### src/design/multidrop_frame_receiver_top_defines.svh
// Assertion macros shared by the receiver's RTL files.
// Each macro expects clk and rst_n in the scope where it is used.
`ifndef MULTIDROP_FRAME_RECEIVER_TOP_DEFINES_SVH
`define MULTIDROP_FRAME_RECEIVER_TOP_DEFINES_SVH

// Same-cycle implication, checked outside reset.
`define MFR_ASSERT_NOW(lbl, ante, cons, msg) \
  lbl: assert property (@(posedge clk) disable iff (!rst_n) (ante) |-> (cons)) else $error(msg);

// Next-cycle implication, checked outside reset.
`define MFR_ASSERT_NEXT(lbl, ante, cons, msg) \
  lbl: assert property (@(posedge clk) disable iff (!rst_n) (ante) |=> (cons)) else $error(msg);

`endif

### src/design/mfr_pkg.sv
package mfr_pkg;

  // Number of data characters a frame may occupy (length, payload and CRC).
  localparam int FRAME_BUFFER_BYTES = 128;
  // Length byte plus two CRC bytes.
  localparam int FRAME_OVERHEAD = 3;

  // Width of the data character counter; it must reach FRAME_BUFFER_BYTES.
  localparam int CNT_W = $clog2(FRAME_BUFFER_BYTES + 1);
  // Width used for position compares; holds the bound and the length plus two.
  localparam int CMP_W = 10;

  localparam logic [15:0] CRC_POLY       = 16'hA001;
  localparam logic [15:0] CRC_SEED       = 16'h0000;
  localparam logic [7:0]  BCAST_ADDR     = 8'h00;
  localparam logic [7:0]  OWN_ADDR_RESET = 8'h01;

  // Result kinds.
  localparam logic KIND_PAYLOAD   = 1'b0;
  localparam logic KIND_FRAME_END = 1'b1;

  // One received character.
  typedef struct packed {
    logic [7:0] rx_byte;
    logic       ninth_bit;
    logic       line_error;
  } in_item_t;

  // One result item.
  typedef struct packed {
    logic       result_kind;
    logic [7:0] payload_byte;
    logic [7:0] payload_index;
    logic       crc_ok;
    logic       is_broadcast;
  } out_item_t;

  // Result of the frame logic for the character leaving the input register.
  typedef struct packed {
    logic      valid;
    out_item_t item;
  } result_t;

  // Byte-wide CRC-16/ARC update, LSB first.
  function automatic logic [15:0] crc_byte(input logic [15:0] crc_in, input logic [7:0] b);
    logic [15:0] c;
    c = crc_in ^ {8'h00, b};
    for (int k = 0; k < 8; k++) begin
      c = c[0] ? ((c >> 1) ^ CRC_POLY) : (c >> 1);
    end
    return c;
  endfunction

endpackage

### src/design/mfr_ifs.sv
// Received character channel.
interface mfr_in_if;
  logic       valid;
  logic       ready;
  logic [7:0] rx_byte;
  logic       ninth_bit;
  logic       line_error;

  modport source (output valid, output rx_byte, output ninth_bit, output line_error,
                  input ready);
  modport sink (input valid, input rx_byte, input ninth_bit, input line_error,
                output ready);
endinterface

// Result channel.
interface mfr_out_if;
  logic       valid;
  logic       ready;
  logic       result_kind;
  logic [7:0] payload_byte;
  logic [7:0] payload_index;
  logic       crc_ok;
  logic       is_broadcast;

  modport source (output valid, output result_kind, output payload_byte,
                  output payload_index, output crc_ok, output is_broadcast,
                  input ready);
  modport sink (input valid, input result_kind, input payload_byte,
                input payload_index, input crc_ok, input is_broadcast,
                output ready);
endinterface

### src/design/mfr_in_stage.sv
module mfr_in_stage (
  input  logic              clk,
  input  logic              rst_n,
  mfr_in_if.sink            in_ch,
  input  logic              advance,
  output logic              item_valid,
  output mfr_pkg::in_item_t item
);

  logic              valid_r;
  logic              valid_nxt;
  mfr_pkg::in_item_t item_r;
  logic              take;

  // A new item enters when the register is empty or its item moves on now.
  assign in_ch.ready = !valid_r || advance;
  assign take        = in_ch.valid && in_ch.ready;

  always_comb begin
    if (take) begin
      valid_nxt = 1'b1;
    end else if (advance) begin
      valid_nxt = 1'b0;
    end else begin
      valid_nxt = valid_r;
    end
  end

  always_ff @(posedge clk) begin
    if (!rst_n) begin
      valid_r <= 1'b0;
    end else begin
      valid_r <= valid_nxt;
    end
  end

  // Payload register, no reset needed.
  always_ff @(posedge clk) begin
    if (take) begin
      item_r.rx_byte    <= in_ch.rx_byte;
      item_r.ninth_bit  <= in_ch.ninth_bit;
      item_r.line_error <= in_ch.line_error;
    end
  end

  assign item_valid = valid_r;
  assign item       = item_r;

endmodule

### src/design/mfr_core.sv
module mfr_core (
  input  logic              clk,
  input  logic              rst_n,
  input  logic              cfg_we,
  input  logic [7:0]        cfg_wdata,
  input  logic              step,
  input  mfr_pkg::in_item_t item,
  output mfr_pkg::result_t  res
);

  logic [7:0]                own_address_r;
  logic                      in_frame_r,  in_frame_nxt;
  logic [7:0]                len_r,       len_nxt;
  logic [mfr_pkg::CNT_W-1:0] taken_r,     taken_nxt;
  logic [15:0]               crc_r,       crc_nxt;
  logic [7:0]                prev_r,      prev_nxt;
  logic                      bcast_r,     bcast_nxt;

  logic [mfr_pkg::CMP_W-1:0] pos_w;
  logic [mfr_pkg::CMP_W-1:0] last_w;
  logic [mfr_pkg::CMP_W-1:0] idx_w;
  logic [15:0]               crc_upd;
  logic                      addr_match;

  // Node address register; the user must write it only while the block is idle, the block does not enforce it.
  always_ff @(posedge clk) begin
    if (!rst_n) begin
      own_address_r <= mfr_pkg::OWN_ADDR_RESET;
    end else if (cfg_we) begin
      own_address_r <= cfg_wdata;
    end
  end

  // Position arithmetic in a common width.
  assign pos_w   = mfr_pkg::CMP_W'(taken_r);
  assign last_w  = mfr_pkg::CMP_W'(len_r) + mfr_pkg::CMP_W'(mfr_pkg::FRAME_OVERHEAD - 1);
  assign idx_w   = pos_w - mfr_pkg::CMP_W'(1);
  assign crc_upd = mfr_pkg::crc_byte(crc_r, item.rx_byte);

  assign addr_match = (item.rx_byte == own_address_r) ||
                      (item.rx_byte == mfr_pkg::BCAST_ADDR);

  // Frame decoding for the character leaving the input register.
  always_comb begin
    in_frame_nxt = in_frame_r;
    len_nxt      = len_r;
    taken_nxt    = taken_r;
    crc_nxt      = crc_r;
    prev_nxt     = prev_r;
    bcast_nxt    = bcast_r;

    res.valid              = 1'b0;
    res.item.result_kind   = mfr_pkg::KIND_PAYLOAD;
    res.item.payload_byte  = 8'h00;
    res.item.payload_index = 8'h00;
    res.item.crc_ok        = 1'b0;
    res.item.is_broadcast  = bcast_r;

    if (step && !item.line_error) begin
      priority if (item.ninth_bit) begin
        // Address character: open a frame or close reception.
        if (addr_match) begin
          in_frame_nxt = 1'b1;
          taken_nxt    = '0;
          crc_nxt      = mfr_pkg::crc_byte(mfr_pkg::CRC_SEED, item.rx_byte);
          bcast_nxt    = (item.rx_byte == mfr_pkg::BCAST_ADDR);
        end else begin
          in_frame_nxt = 1'b0;
        end
      end else if (in_frame_r &&
                   (pos_w < mfr_pkg::CMP_W'(mfr_pkg::FRAME_BUFFER_BYTES))) begin
        taken_nxt = taken_r + mfr_pkg::CNT_W'(1);
        prev_nxt  = item.rx_byte;
        priority if (pos_w == '0) begin
          // Length byte.
          len_nxt = item.rx_byte;
          crc_nxt = crc_upd;
        end else if (pos_w <= mfr_pkg::CMP_W'(len_r)) begin
          // Payload byte, passed on unverified.
          crc_nxt                = crc_upd;
          res.valid              = 1'b1;
          res.item.payload_byte  = item.rx_byte;
          res.item.payload_index = idx_w[7:0];
        end else if (pos_w == last_w) begin
          // CRC high byte closes the frame.
          res.valid              = 1'b1;
          res.item.result_kind   = mfr_pkg::KIND_FRAME_END;
          res.item.payload_index = len_r;
          res.item.crc_ok        = ({item.rx_byte, prev_r} == crc_r);
          in_frame_nxt           = 1'b0;
          crc_nxt                = mfr_pkg::CRC_SEED;
        end else begin
          // CRC low byte: only remembered.
          prev_nxt = item.rx_byte;
        end
      end else begin
        // Data outside a frame or beyond the buffer bound.
        taken_nxt = taken_r;
      end
    end
  end

  always_ff @(posedge clk) begin
    if (!rst_n) begin
      in_frame_r <= 1'b0;
      len_r      <= '0;
      taken_r    <= '0;
      crc_r      <= mfr_pkg::CRC_SEED;
      prev_r     <= '0;
      bcast_r    <= 1'b0;
    end else begin
      in_frame_r <= in_frame_nxt;
      len_r      <= len_nxt;
      taken_r    <= taken_nxt;
      crc_r      <= crc_nxt;
      prev_r     <= prev_nxt;
      bcast_r    <= bcast_nxt;
    end
  end

endmodule

### src/design/mfr_out_stage.sv
module mfr_out_stage (
  input  logic              clk,
  input  logic              rst_n,
  input  mfr_pkg::result_t  res,
  input  logic              advance,
  output logic              can_take,
  mfr_out_if.source         out_ch
);

  logic               valid_r;
  logic               valid_nxt;
  mfr_pkg::out_item_t item_r;
  logic               load;

  // The register can take a result when empty or being emptied this cycle.
  assign can_take = !valid_r || out_ch.ready;
  assign load     = advance && res.valid;

  always_comb begin
    if (load) begin
      valid_nxt = 1'b1;
    end else if (out_ch.ready) begin
      valid_nxt = 1'b0;
    end else begin
      valid_nxt = valid_r;
    end
  end

  always_ff @(posedge clk) begin
    if (!rst_n) begin
      valid_r <= 1'b0;
    end else begin
      valid_r <= valid_nxt;
    end
  end

  always_ff @(posedge clk) begin
    if (load) begin
      item_r <= res.item;
    end
  end

  assign out_ch.valid         = valid_r;
  assign out_ch.result_kind   = item_r.result_kind;
  assign out_ch.payload_byte  = item_r.payload_byte;
  assign out_ch.payload_index = item_r.payload_index;
  assign out_ch.crc_ok        = item_r.crc_ok;
  assign out_ch.is_broadcast  = item_r.is_broadcast;

endmodule

### src/design/multidrop_frame_receiver_top.sv
// Multidrop frame receiver: takes 9-bit UART characters and streams out the
// payload bytes of frames addressed to the configured own address or to
// broadcast zero, then one frame-end item with the CRC-16/ARC check result.
// One character is accepted every clock cycle as long as the result side
// keeps taking items; an accepted character is loaded into the input
// register and, once the result register can take it, carries on through
// the frame logic into the result register, which offers the result.
// The only thing that slows intake is a stalled result register.
// Write the own address only while no character is in flight.
`include "multidrop_frame_receiver_top_defines.svh"

module multidrop_frame_receiver_top (
  input  logic       clk,
  input  logic       rst_n,
  mfr_in_if.sink     in_ch,
  mfr_out_if.source  out_ch,
  input  logic       cfg_we,
  input  logic [7:0] cfg_wdata
);

  logic              in_valid;
  mfr_pkg::in_item_t in_item;
  mfr_pkg::result_t  res;
  logic              can_take;
  logic              advance;

  // The buffered character moves on when the result register can take it.
  assign advance = in_valid && can_take;

  mfr_in_stage u_in_stage (
    .clk        (clk),
    .rst_n      (rst_n),
    .in_ch      (in_ch),
    .advance    (advance),
    .item_valid (in_valid),
    .item       (in_item)
  );

  mfr_core u_core (
    .clk       (clk),
    .rst_n     (rst_n),
    .cfg_we    (cfg_we),
    .cfg_wdata (cfg_wdata),
    .step      (advance),
    .item      (in_item),
    .res       (res)
  );

  mfr_out_stage u_out_stage (
    .clk      (clk),
    .rst_n    (rst_n),
    .res      (res),
    .advance  (advance),
    .can_take (can_take),
    .out_ch   (out_ch)
  );

  // A held character with a stalled result register blocks intake.
  `MFR_ASSERT_NOW(a_no_intake_when_full, in_valid && out_ch.valid && !out_ch.ready, !in_ch.ready, "intake while full")
  // A produced result is registered and shows up at the output.
  `MFR_ASSERT_NEXT(a_result_lands, advance && res.valid, out_ch.valid, "result lost")
  // A payload item never claims a CRC match.
  `MFR_ASSERT_NOW(a_payload_no_crc, out_ch.valid && (out_ch.result_kind == mfr_pkg::KIND_PAYLOAD), !out_ch.crc_ok, "crc_ok on payload")

endmodule
### src/flat_wrapper.sv
// flat-port wrapper written by rule: the top's interface ports become plain ports
module multidrop_frame_receiver_top_flat 
  (clk, rst_n, cfg_we, cfg_wdata, in_ch_valid, in_ch_rx_byte, in_ch_ninth_bit, in_ch_line_error, in_ch_ready, out_ch_valid, out_ch_result_kind, out_ch_payload_byte, out_ch_payload_index, out_ch_crc_ok, out_ch_is_broadcast, out_ch_ready);
  mfr_in_if in_ch_i ();
  mfr_out_if out_ch_i ();
  input  logic clk;
  input  logic rst_n;
  input  logic cfg_we;
  input  logic [7:0] cfg_wdata;
  input wire logic [$bits(in_ch_i.valid)-1:0] in_ch_valid;
  input wire logic [$bits(in_ch_i.rx_byte)-1:0] in_ch_rx_byte;
  input wire logic [$bits(in_ch_i.ninth_bit)-1:0] in_ch_ninth_bit;
  input wire logic [$bits(in_ch_i.line_error)-1:0] in_ch_line_error;
  output wire logic [$bits(in_ch_i.ready)-1:0] in_ch_ready;
  output wire logic [$bits(out_ch_i.valid)-1:0] out_ch_valid;
  output wire logic [$bits(out_ch_i.result_kind)-1:0] out_ch_result_kind;
  output wire logic [$bits(out_ch_i.payload_byte)-1:0] out_ch_payload_byte;
  output wire logic [$bits(out_ch_i.payload_index)-1:0] out_ch_payload_index;
  output wire logic [$bits(out_ch_i.crc_ok)-1:0] out_ch_crc_ok;
  output wire logic [$bits(out_ch_i.is_broadcast)-1:0] out_ch_is_broadcast;
  input wire logic [$bits(out_ch_i.ready)-1:0] out_ch_ready;
  assign in_ch_i.valid = in_ch_valid;
  assign in_ch_i.rx_byte = in_ch_rx_byte;
  assign in_ch_i.ninth_bit = in_ch_ninth_bit;
  assign in_ch_i.line_error = in_ch_line_error;
  assign in_ch_ready = in_ch_i.ready;
  assign out_ch_valid = out_ch_i.valid;
  assign out_ch_result_kind = out_ch_i.result_kind;
  assign out_ch_payload_byte = out_ch_i.payload_byte;
  assign out_ch_payload_index = out_ch_i.payload_index;
  assign out_ch_crc_ok = out_ch_i.crc_ok;
  assign out_ch_is_broadcast = out_ch_i.is_broadcast;
  assign out_ch_i.ready = out_ch_ready;
  multidrop_frame_receiver_top u_core (.clk(clk), .rst_n(rst_n), .in_ch(in_ch_i), .out_ch(out_ch_i), .cfg_we(cfg_we), .cfg_wdata(cfg_wdata));
endmodule
### config.mk
export PLATFORM = sky130hd
export DESIGN_NAME = multidrop_frame_receiver_top_flat
export DESIGN_NICKNAME = d
export VERILOG_FILES = /design/src/design/mfr_pkg.sv /design/src/design/mfr_ifs.sv /design/src/design/mfr_in_stage.sv /design/src/design/mfr_core.sv /design/src/design/mfr_out_stage.sv /design/src/design/multidrop_frame_receiver_top.sv /design/src/flat_wrapper.sv
export VERILOG_INCLUDE_DIRS = /design/src /design/src/design
export SDC_FILE = /design/constraint.sdc
export NUM_CORES = 1
export LEC_CHECK = 0
export ABC_AREA = 1
export BUFFER_PORTS_ARGS = -buffer_cell sky130_fd_sc_hd__buf_2
export CAP_MARGIN = 25
export CORE_ASPECT_RATIO = 0.9
export CORE_MARGIN = 1.5
export CORE_UTILIZATION = 40
export CTS_CLUSTER_SIZE = 8
export DETAILED_ROUTE_END_ITERATION = 8
export PLACE_DENSITY = 0.66
export SLEW_MARGIN = 5
export SYNTH_ARGS = -nofsm -noshare
export SYNTH_HDL_FRONTEND = slang
export SYNTH_HIERARCHICAL = 1
export SYNTH_SLANG_ARGS = --single-unit
### constraint.sdc
create_clock -name clk -period 4.3 [get_ports clk]
set_input_delay 0.645 -clock clk [delete_from_list [all_inputs] [get_ports clk]]
set_output_delay 0.645 -clock clk [all_outputs]
set_load 0.01 [all_outputs]
==> summary.md, run 1 <==
| Metric | Value |
|---|---|
| First-pass GRT wire length | `18.9 mm` |
| Ant diodes | `0` |
| Clock Path Buffers | `2` |
| Final Cycle Share | `67.0%` |
| Initial Util | `40.8%` |
| Core Util, Final | `46.2%` |
| I/O Buffers | `43` |
| Vias | `4143` |
| Post-CTS Setup Inserts | `0` |
| Number of global-route vias before repair | `3953` |
| Share of cells above drive strength 1 | `13.7%` |
| Data arrival, critical path | `2.86 ns` |
| Overall fraction of global-route tracks in use | `20.2%` |
| Lkg Pwr | `0.00231 uW` |
| Slew Limit Fails | `0` |
| CP Capture Type | `flop` |
| Slew margin rel. | `53.5%` |
| Clk pwr share | `44.3%` |
| WL/cell | `14.1 um` |
| Top Usage Layer GRT | `met2` |
| Most common cell after layout, fill and taps aside | `nand2_1` |
| Cells along the critical path | `inv_1 -> ha_1 -> inv_1 -> nor2_1 -> o21ai_0 -> nand2_1 -> nand2_1 -> nand3_1 -> nand2_1 -> inv_1 -> a21oi_1 -> nand2_1 -> inv_1` |
| #FFs+latches synth | `81` |
| Multi-input logic area | `2340 um^2` |
| Initial antenna violation count | `0` |
| Number of remaining DRC errors | `0` |
| Synthesized area per cell | `7.44 um^2` |
| Met2 usage | `30.7%` |
| Final Hold Viols | `0` |
| Crit-path max cell delay | `0.48 ns` |
| DP Worst Slack | `1.27 ns` |
| Setup TNS | `0 ns` |
| Mapped cell area | `4650 um^2` |
| Core Region | `11400 um^2` |
| GRT overflow | `0` |
| Die X | `117 um` |
| CTS Root Cell | `clkbuf_16` |
| Max cap viols | `0` |
| Tot Pwr | `1830 uW` |
| Post-route ant nets | `0` |
| Dpl hpwl | `8.64 mm` |
| Peak supply drop | `190 uV` |
| Clock latency on the worst-skew pair | `0.35 ns` |
| Post-CTS sizing | `0` |
| Combinational fraction of design power | `9.9%` |
| Sequential share of the synthesized area | `41.1%` |
| Worst Path Max Fanout | `19` |
| # hold bufs at CTS | `0` |
| DR pass1 iterations | `5` |
| RSZ-0062 raised after global routing | `false` |
| Critical Path Slowest Stage Cell | `inv_1` |
| Syn_nets | `663` |
| Sequential power share | `45.8%` |
| Critical path buffers and inverters | `4` |
| Nets | `698` |
| IO Count | `44` |
| Post-synthesis cell count | `625` |
| Min Tclk post-route | `2.88 ns` |
| Final Instance Area | `5260 um^2` |
| Final wirelength | `11.6 mm` |
| Worst EP required | `4.28 ns` |
| Psw | `448 uW` |
| Slew @ Worst Pin | `0.697 ns` |
| Warnings, synthesis | `6` |
| R2R setup slack | `1.42 ns` |
| Die area | `12300 um^2` |
| Clock skew | `0.00842 ns` |
| Critical path startpoint category | `flop` |
| Worst hold path type | `flop to flop` |
| Initial DRC count | `225` |
| Avg Vias per Cell | `5.05` |
| Pin count of the biggest net entering global routing | `27` |
| Clk slew on worst S/H paths | `0.06 ns` |
| Register area | `1910 um^2` |
| Clock sink count | `81` |
| Routability cong. | `0.947` |
| Filler instances | `1169` |
| WS Path Type | `flop to flop` |
| Num rows | `37` |
| Power Density | `348 nW/um^2` |
| Fmax | `347 MHz` |
| Delay-heaviest family, CP | `buffers and inverters` |
| Die H | `105 um` |
| Internal Dissipation | `1380 uW` |
| Most frequent cells in the layout | `nand2_1, inv_1, nor2_1, dfxtp_1, buf_2` |
| CTS tree | `built` |
| PnR worst setup slack | `1.42 ns` |
| Htree depth | `3` |
| Sw Ratio | `24.5%` |
| Synth unique cells | `35` |
| GR Util met3 | `5.52%` |
| Placed cell area | `4940 um^2` |
| Clock buffer count from CTS | `9` |
| Area grow syn2layout | `13.0%` |
| Met1 Usage GRT | `27.6%` |
| Final setup violation count | `0` |
| Status | `finished, final reports clean` |
synthesized netlist by cell type:
cell type | count | share of area (%)
a211oi_1 | 3 | 0.48
a21oi_1 | 34 | 3.7
a21oi_2 | 2 | 0.38
and2_1 | 1 | 0.13
buf_12 | 1 | 0.43
buf_2 | 9 | 0.97
buf_4 | 3 | 0.48
buf_6 | 1 | 0.24
clkbuf_1 | 6 | 0.48
clkinv_1 | 1 | 0.081
dfxtp_1 | 52 | 22
edfxtp_1 | 29 | 19
ha_1 | 15 | 4.0
inv_1 | 64 | 5.2
inv_2 | 6 | 0.48
inv_4 | 1 | 0.13
nand2_1 | 178 | 14
nand2_2 | 5 | 0.67
nand2_4 | 1 | 0.24
nand3_1 | 30 | 3.2
nand3_2 | 3 | 0.65
nand4_1 | 9 | 1.2
nor2_1 | 59 | 4.8
nor2_2 | 14 | 1.9
nor3_1 | 12 | 1.3
nor3_4 | 1 | 0.35
nor3b_1 | 2 | 0.32
nor4_1 | 3 | 0.40
o21ai_0 | 27 | 2.9
o21ai_1 | 2 | 0.22
o22ai_1 | 6 | 0.81
o32ai_1 | 1 | 0.19
or2_2 | 1 | 0.13
xnor2_1 | 17 | 3.2
xor2_1 | 26 | 4.9
power by group through the flow:
stage	combinational (uW)	sequential (uW)	clock, uW
3_3_place_gp	170	854	0
4_1_cts	176	837	830
2_1_floorplan	145	833	0
6_report	181	837	810
5_1_grt	202	839	857
3_5_place_dp	175	854	0
flip-flops by register name (all words and copies together) (netlist names):
name,count
u_core/u_core/crc_r,16
u_core/u_in_stage/item,10
u_core/u_core/len_r,8
u_core/u_core/own_address_r,8
u_core/u_core/prev_r,8
u_core/u_core/taken_r,8
u_core/u_out_stage/out_ch.payload_byte,8
u_core/u_out_stage/out_ch.payload_index,8
u_core/u_core/bcast_r,1
u_core/u_core/in_frame_r,1
u_core/u_in_stage/item_valid,1
u_core/u_out_stage/out_ch.crc_ok,1
u_core/u_out_stage/out_ch.is_broadcast,1
u_core/u_out_stage/out_ch.result_kind,1
u_core/u_out_stage/out_ch.valid,1
metal layers:
metal / part of all wire (%) / wire length (um)
met1: 48 / 5540
met2: 44 / 5110
met3: 5.8 / 675
met4: 2.1 / 247
met5: 0 / 0
kinds of logic after synthesis:
group                    share of synthesized area, %
adder cells (fa/ha/maj)                          4.04
AND/OR/NAND/NOR                                  29.6
flip-flops                                       41.1
XOR/XNOR                                         8.10
AO/OA/AOI/OAI                                    8.64
buffers and inverters                            8.47
metrics by stage:
stage,hold slack [ns],instances
floorplan,0.449,625
global placement,0.432,804
detailed placement,0.432,804
CTS,0.447,820
global route,0.458,821
finish,0.447,821
area by class of cell:
cell class / instances / share of cell area [%]
Sequential cell: 81 / 36.4
Clock inverter: 6 / 1.55
Multi-Input combinational cell: 452 / 44.6
Tap cell: 156 / 3.71
Timing Repair Buffer: 44 / 4.24
Inverter: 72 / 5.19
Clock buffer: 10 / 4.36
worst paths after layout:
check,depth (start not counted),startpoint,end
min,0,u_core/u_core/bcast_r,u_core/u_out_stage/out_ch.is_broadcast
min reg2reg,0,u_core/u_core/bcast_r,u_core/u_out_stage/out_ch.is_broadcast
max reg2reg,13,u_core/u_core/len_r[1],u_core/u_out_stage/out_ch.payload_index[4]
max,13,u_core/u_core/len_r[1],u_core/u_out_stage/out_ch.payload_index[4]
No activity file was read; power rests on OpenSTA's default activity.
==> run 2, diff against run 1 <==
--- a/config.mk
+++ b/config.mk
@@ -14,7 +14,7 @@
 export CORE_UTILIZATION = 40
 export CTS_CLUSTER_SIZE = 8
 export DETAILED_ROUTE_END_ITERATION = 8
-export PLACE_DENSITY = 0.66
+export PLACE_DENSITY = 0.68
 export SLEW_MARGIN = 5
 export SYNTH_ARGS = -nofsm -noshare
 export SYNTH_HDL_FRONTEND = slang
==> constraint.sdc (replaced) <==
create_clock -name clk -period 2.5 [get_ports clk]
set_input_delay 0.375 -clock clk [delete_from_list [all_inputs] [get_ports clk]]
set_output_delay 0.375 -clock clk [all_outputs]
set_load 0.01 [all_outputs]
==> run 2 against run 1 <==
Global-route usage increased by 0.52 points. Utilization is 2.1 points higher. Clock-buffer cell count shrank 1. Setup slack got worse by 1.2 ns. Largest power group unchanged.
==> summary.md, run 2 (synthesis results as in run 1) <==
| Metric | Value |
|---|---|
| Sequential power share | `44.8%` |
| Status | `finished, final reports clean` |
| Psw | `797 uW` |
| Clk slew on worst S/H paths | `0.06 ns` |
| Share of cells above drive strength 1 | `17.8%` |
| Core Util, Final | `48.3%` |
| Clk pwr share | `44.7%` |
| Die area | `12300 um^2` |
| Delay-heaviest family, CP | `simple AND/OR/NAND/NOR gates` |
| I/O Buffers | `43` |
| Worst R2R Path Depth | `15` |
| GRT overflow | `0` |
| Worst hold path type | `input port to flop` |
| Lkg Pwr | `0.00245 uW` |
| Max cap viols | `0` |
| Core Region | `11400 um^2` |
| CTS Root Cell | `clkbuf_16` |
| Crit-path max cell delay | `0.40 ns` |
| Die H | `105 um` |
| Worst EP required | `2.74 ns` |
| Final setup violation count | `0` |
| Number of global-route vias before repair | `4017` |
| Critical Path Slowest Stage Cell | `dfxtp_2` |
| CP Capture Type | `flop` |
| Vias | `4253` |
| Initial Util | `40.8%` |
| WL/cell | `14.3 um` |
| Internal Dissipation | `2400 uW` |
| Final wirelength | `12.1 mm` |
| Critical path buffers and inverters | `4` |
| Min Tclk post-route | `2.32 ns` |
| Hold endpoint | `u_core/u_in_stage/item[5]` |
| Slew margin rel. | `57.4%` |
| Clock latency on the worst-skew pair | `0.35 ns` |
| Most common cell after layout, fill and taps aside | `nand2_1` |
| Htree depth | `3` |
| Tot Pwr | `3200 uW` |
| Slew Limit Fails | `0` |
| # hold bufs at CTS | `0` |
| RSZ-0062 raised after global routing | `false` |
| WHS | `0.201 ns` |
| Initial antenna violation count | `0` |
| Die X | `117 um` |
| Setup TNS | `0 ns` |
| Overall fraction of global-route tracks in use | `20.7%` |
| HP Start | `in_ch_rx_byte[3]` |
| Worst Path Max Fanout | `19` |
| Clock buffer count from CTS | `9` |
| Initial DRC count | `305` |
| Avg Vias per Cell | `5.02` |
| Cells along the critical path | `inv_1 -> ha_1 -> inv_1 -> nor2_1 -> o21ai_0 -> nand2_1 -> nand2_1 -> nand3_1 -> nand2_1 -> inv_1 -> nand3_2 -> nand2_4 -> inv_6 -> nand3_1 -> and2_1` |
| R2R setup slack | `0.18 ns` |
| Reg2reg start | `u_core/u_core/len_r[1]` |
| WS Path Type | `flop to flop` |
| Most frequent cells in the layout | `nand2_1, inv_1, nor2_1, dfxtp_1, buf_2` |
| Dpl hpwl | `9.26 mm` |
| Data arrival, critical path | `2.55 ns` |
| Area grow syn2layout | `18.2%` |
| Clock sink count | `81` |
| First-pass GRT wire length | `19.4 mm` |
| DR pass1 iterations | `5` |
| Routability cong. | `0.974` |
| CTS tree | `built` |
| Sw Ratio | `24.9%` |
| Nets | `725` |
| Number of remaining DRC errors | `0` |
| Peak supply drop | `364 uV` |
| Num rows | `37` |
| Combinational fraction of design power | `10.6%` |
| Fmax | `432 MHz` |
| Worst r2r dst | `u_core/u_core/crc_r[15]` |
| Number of flip-flops in the largest register | `16` |
| Clock Path Buffers | `2` |
| Final Hold Viols | `0` |
| Hold Crit Depth | `1` |
| Power Density | `582 nW/um^2` |
| Critical path startpoint category | `flop` |
| Top reg by flops | `u_core/u_core/crc_r` |
| Slew @ Worst Pin | `0.634 ns` |
| Post-route ant nets | `0` |
| IO Count | `44` |
| Ant diodes | `0` |
| Pin count of the biggest net entering global routing | `26` |
| Final Cycle Share | `92.7%` |
| Clock skew | `0.00954 ns` |
[run 2: changes by cell type in the layout (fill, tap and decap cells not counted), moves of 2 or more]
cell / previous run / this run
buf_4: 1 / 27
inv_6: 1 / 3
clkinv_1: 3 / 1
clkinvlp_4: 0 / 2
[run 2: worst max-delay path by stage]
stage               slack [ns]                   start  cells past startpoint                                          to
floorplan                 0.06  u_core/u_core/len_r[1]                     13            u_core/u_out_stage/out_ch.crc_ok
global placement          0.20  u_core/u_core/len_r[1]                     14  u_core/u_out_stage/out_ch.payload_index[4]
detailed placement        0.10  u_core/u_core/len_r[1]                     15                     u_core/u_core/crc_r[15]
CTS                       0.07  u_core/u_core/len_r[1]                     15                     u_core/u_core/crc_r[15]
global route             0.008  u_core/u_core/len_r[1]                     15                     u_core/u_core/crc_r[15]
finish                    0.18  u_core/u_core/len_r[1]                     15                     u_core/u_core/crc_r[15]
[run 2: power groups by stage]
stage	clock network, uW	registers, uW	logic (uW)
3_5_place_dp	0	1460	326
3_3_place_gp	0	1460	318
6_report	1430	1430	338
4_1_cts	1450	1430	329
5_1_grt	1500	1430	374
2_1_floorplan	0	1430	249
[run 2: final cells by class]
type / count / area, um^2
Timing Repair Buffer: 71 / 438
Fill cell: 1113 / 5890
Clock inverter: 7 / 101
Clock buffer: 9 / 225
Sequential cell: 81 / 1910
Tap cell: 156 / 195
Multi-Input combinational cell: 452 / 2350
Inverter: 72 / 278
[run 2: timing repair]
| item | 4_1_cts | 5_1_grt |
|---|---|---|
| setup buffers | 0 | 0 |
| setup endpoints to repair | 0 | 30 |
| resized for setup | 0 | 4 |
[run 2: through the flow]
stage	cell area, um^2	setup WS [ns]	cells
after floorplan	4650	0.0628	625
after global placement	5160	0.195	832
after detailed placement	5160	0.100	832
after CTS	5490	0.0723	848
after global routing	5500	0.00777	848
final	5500	0.184	848
[run 2: routing by layer]
metal	routed length [um]	up-vias	GRT usage (%)
met1	5590	1934	28.2
met5	0	-	0
met3	806	30	3.91
met4	357	0	10.1
li1	-	2128	-
met2	5370	161	31.6
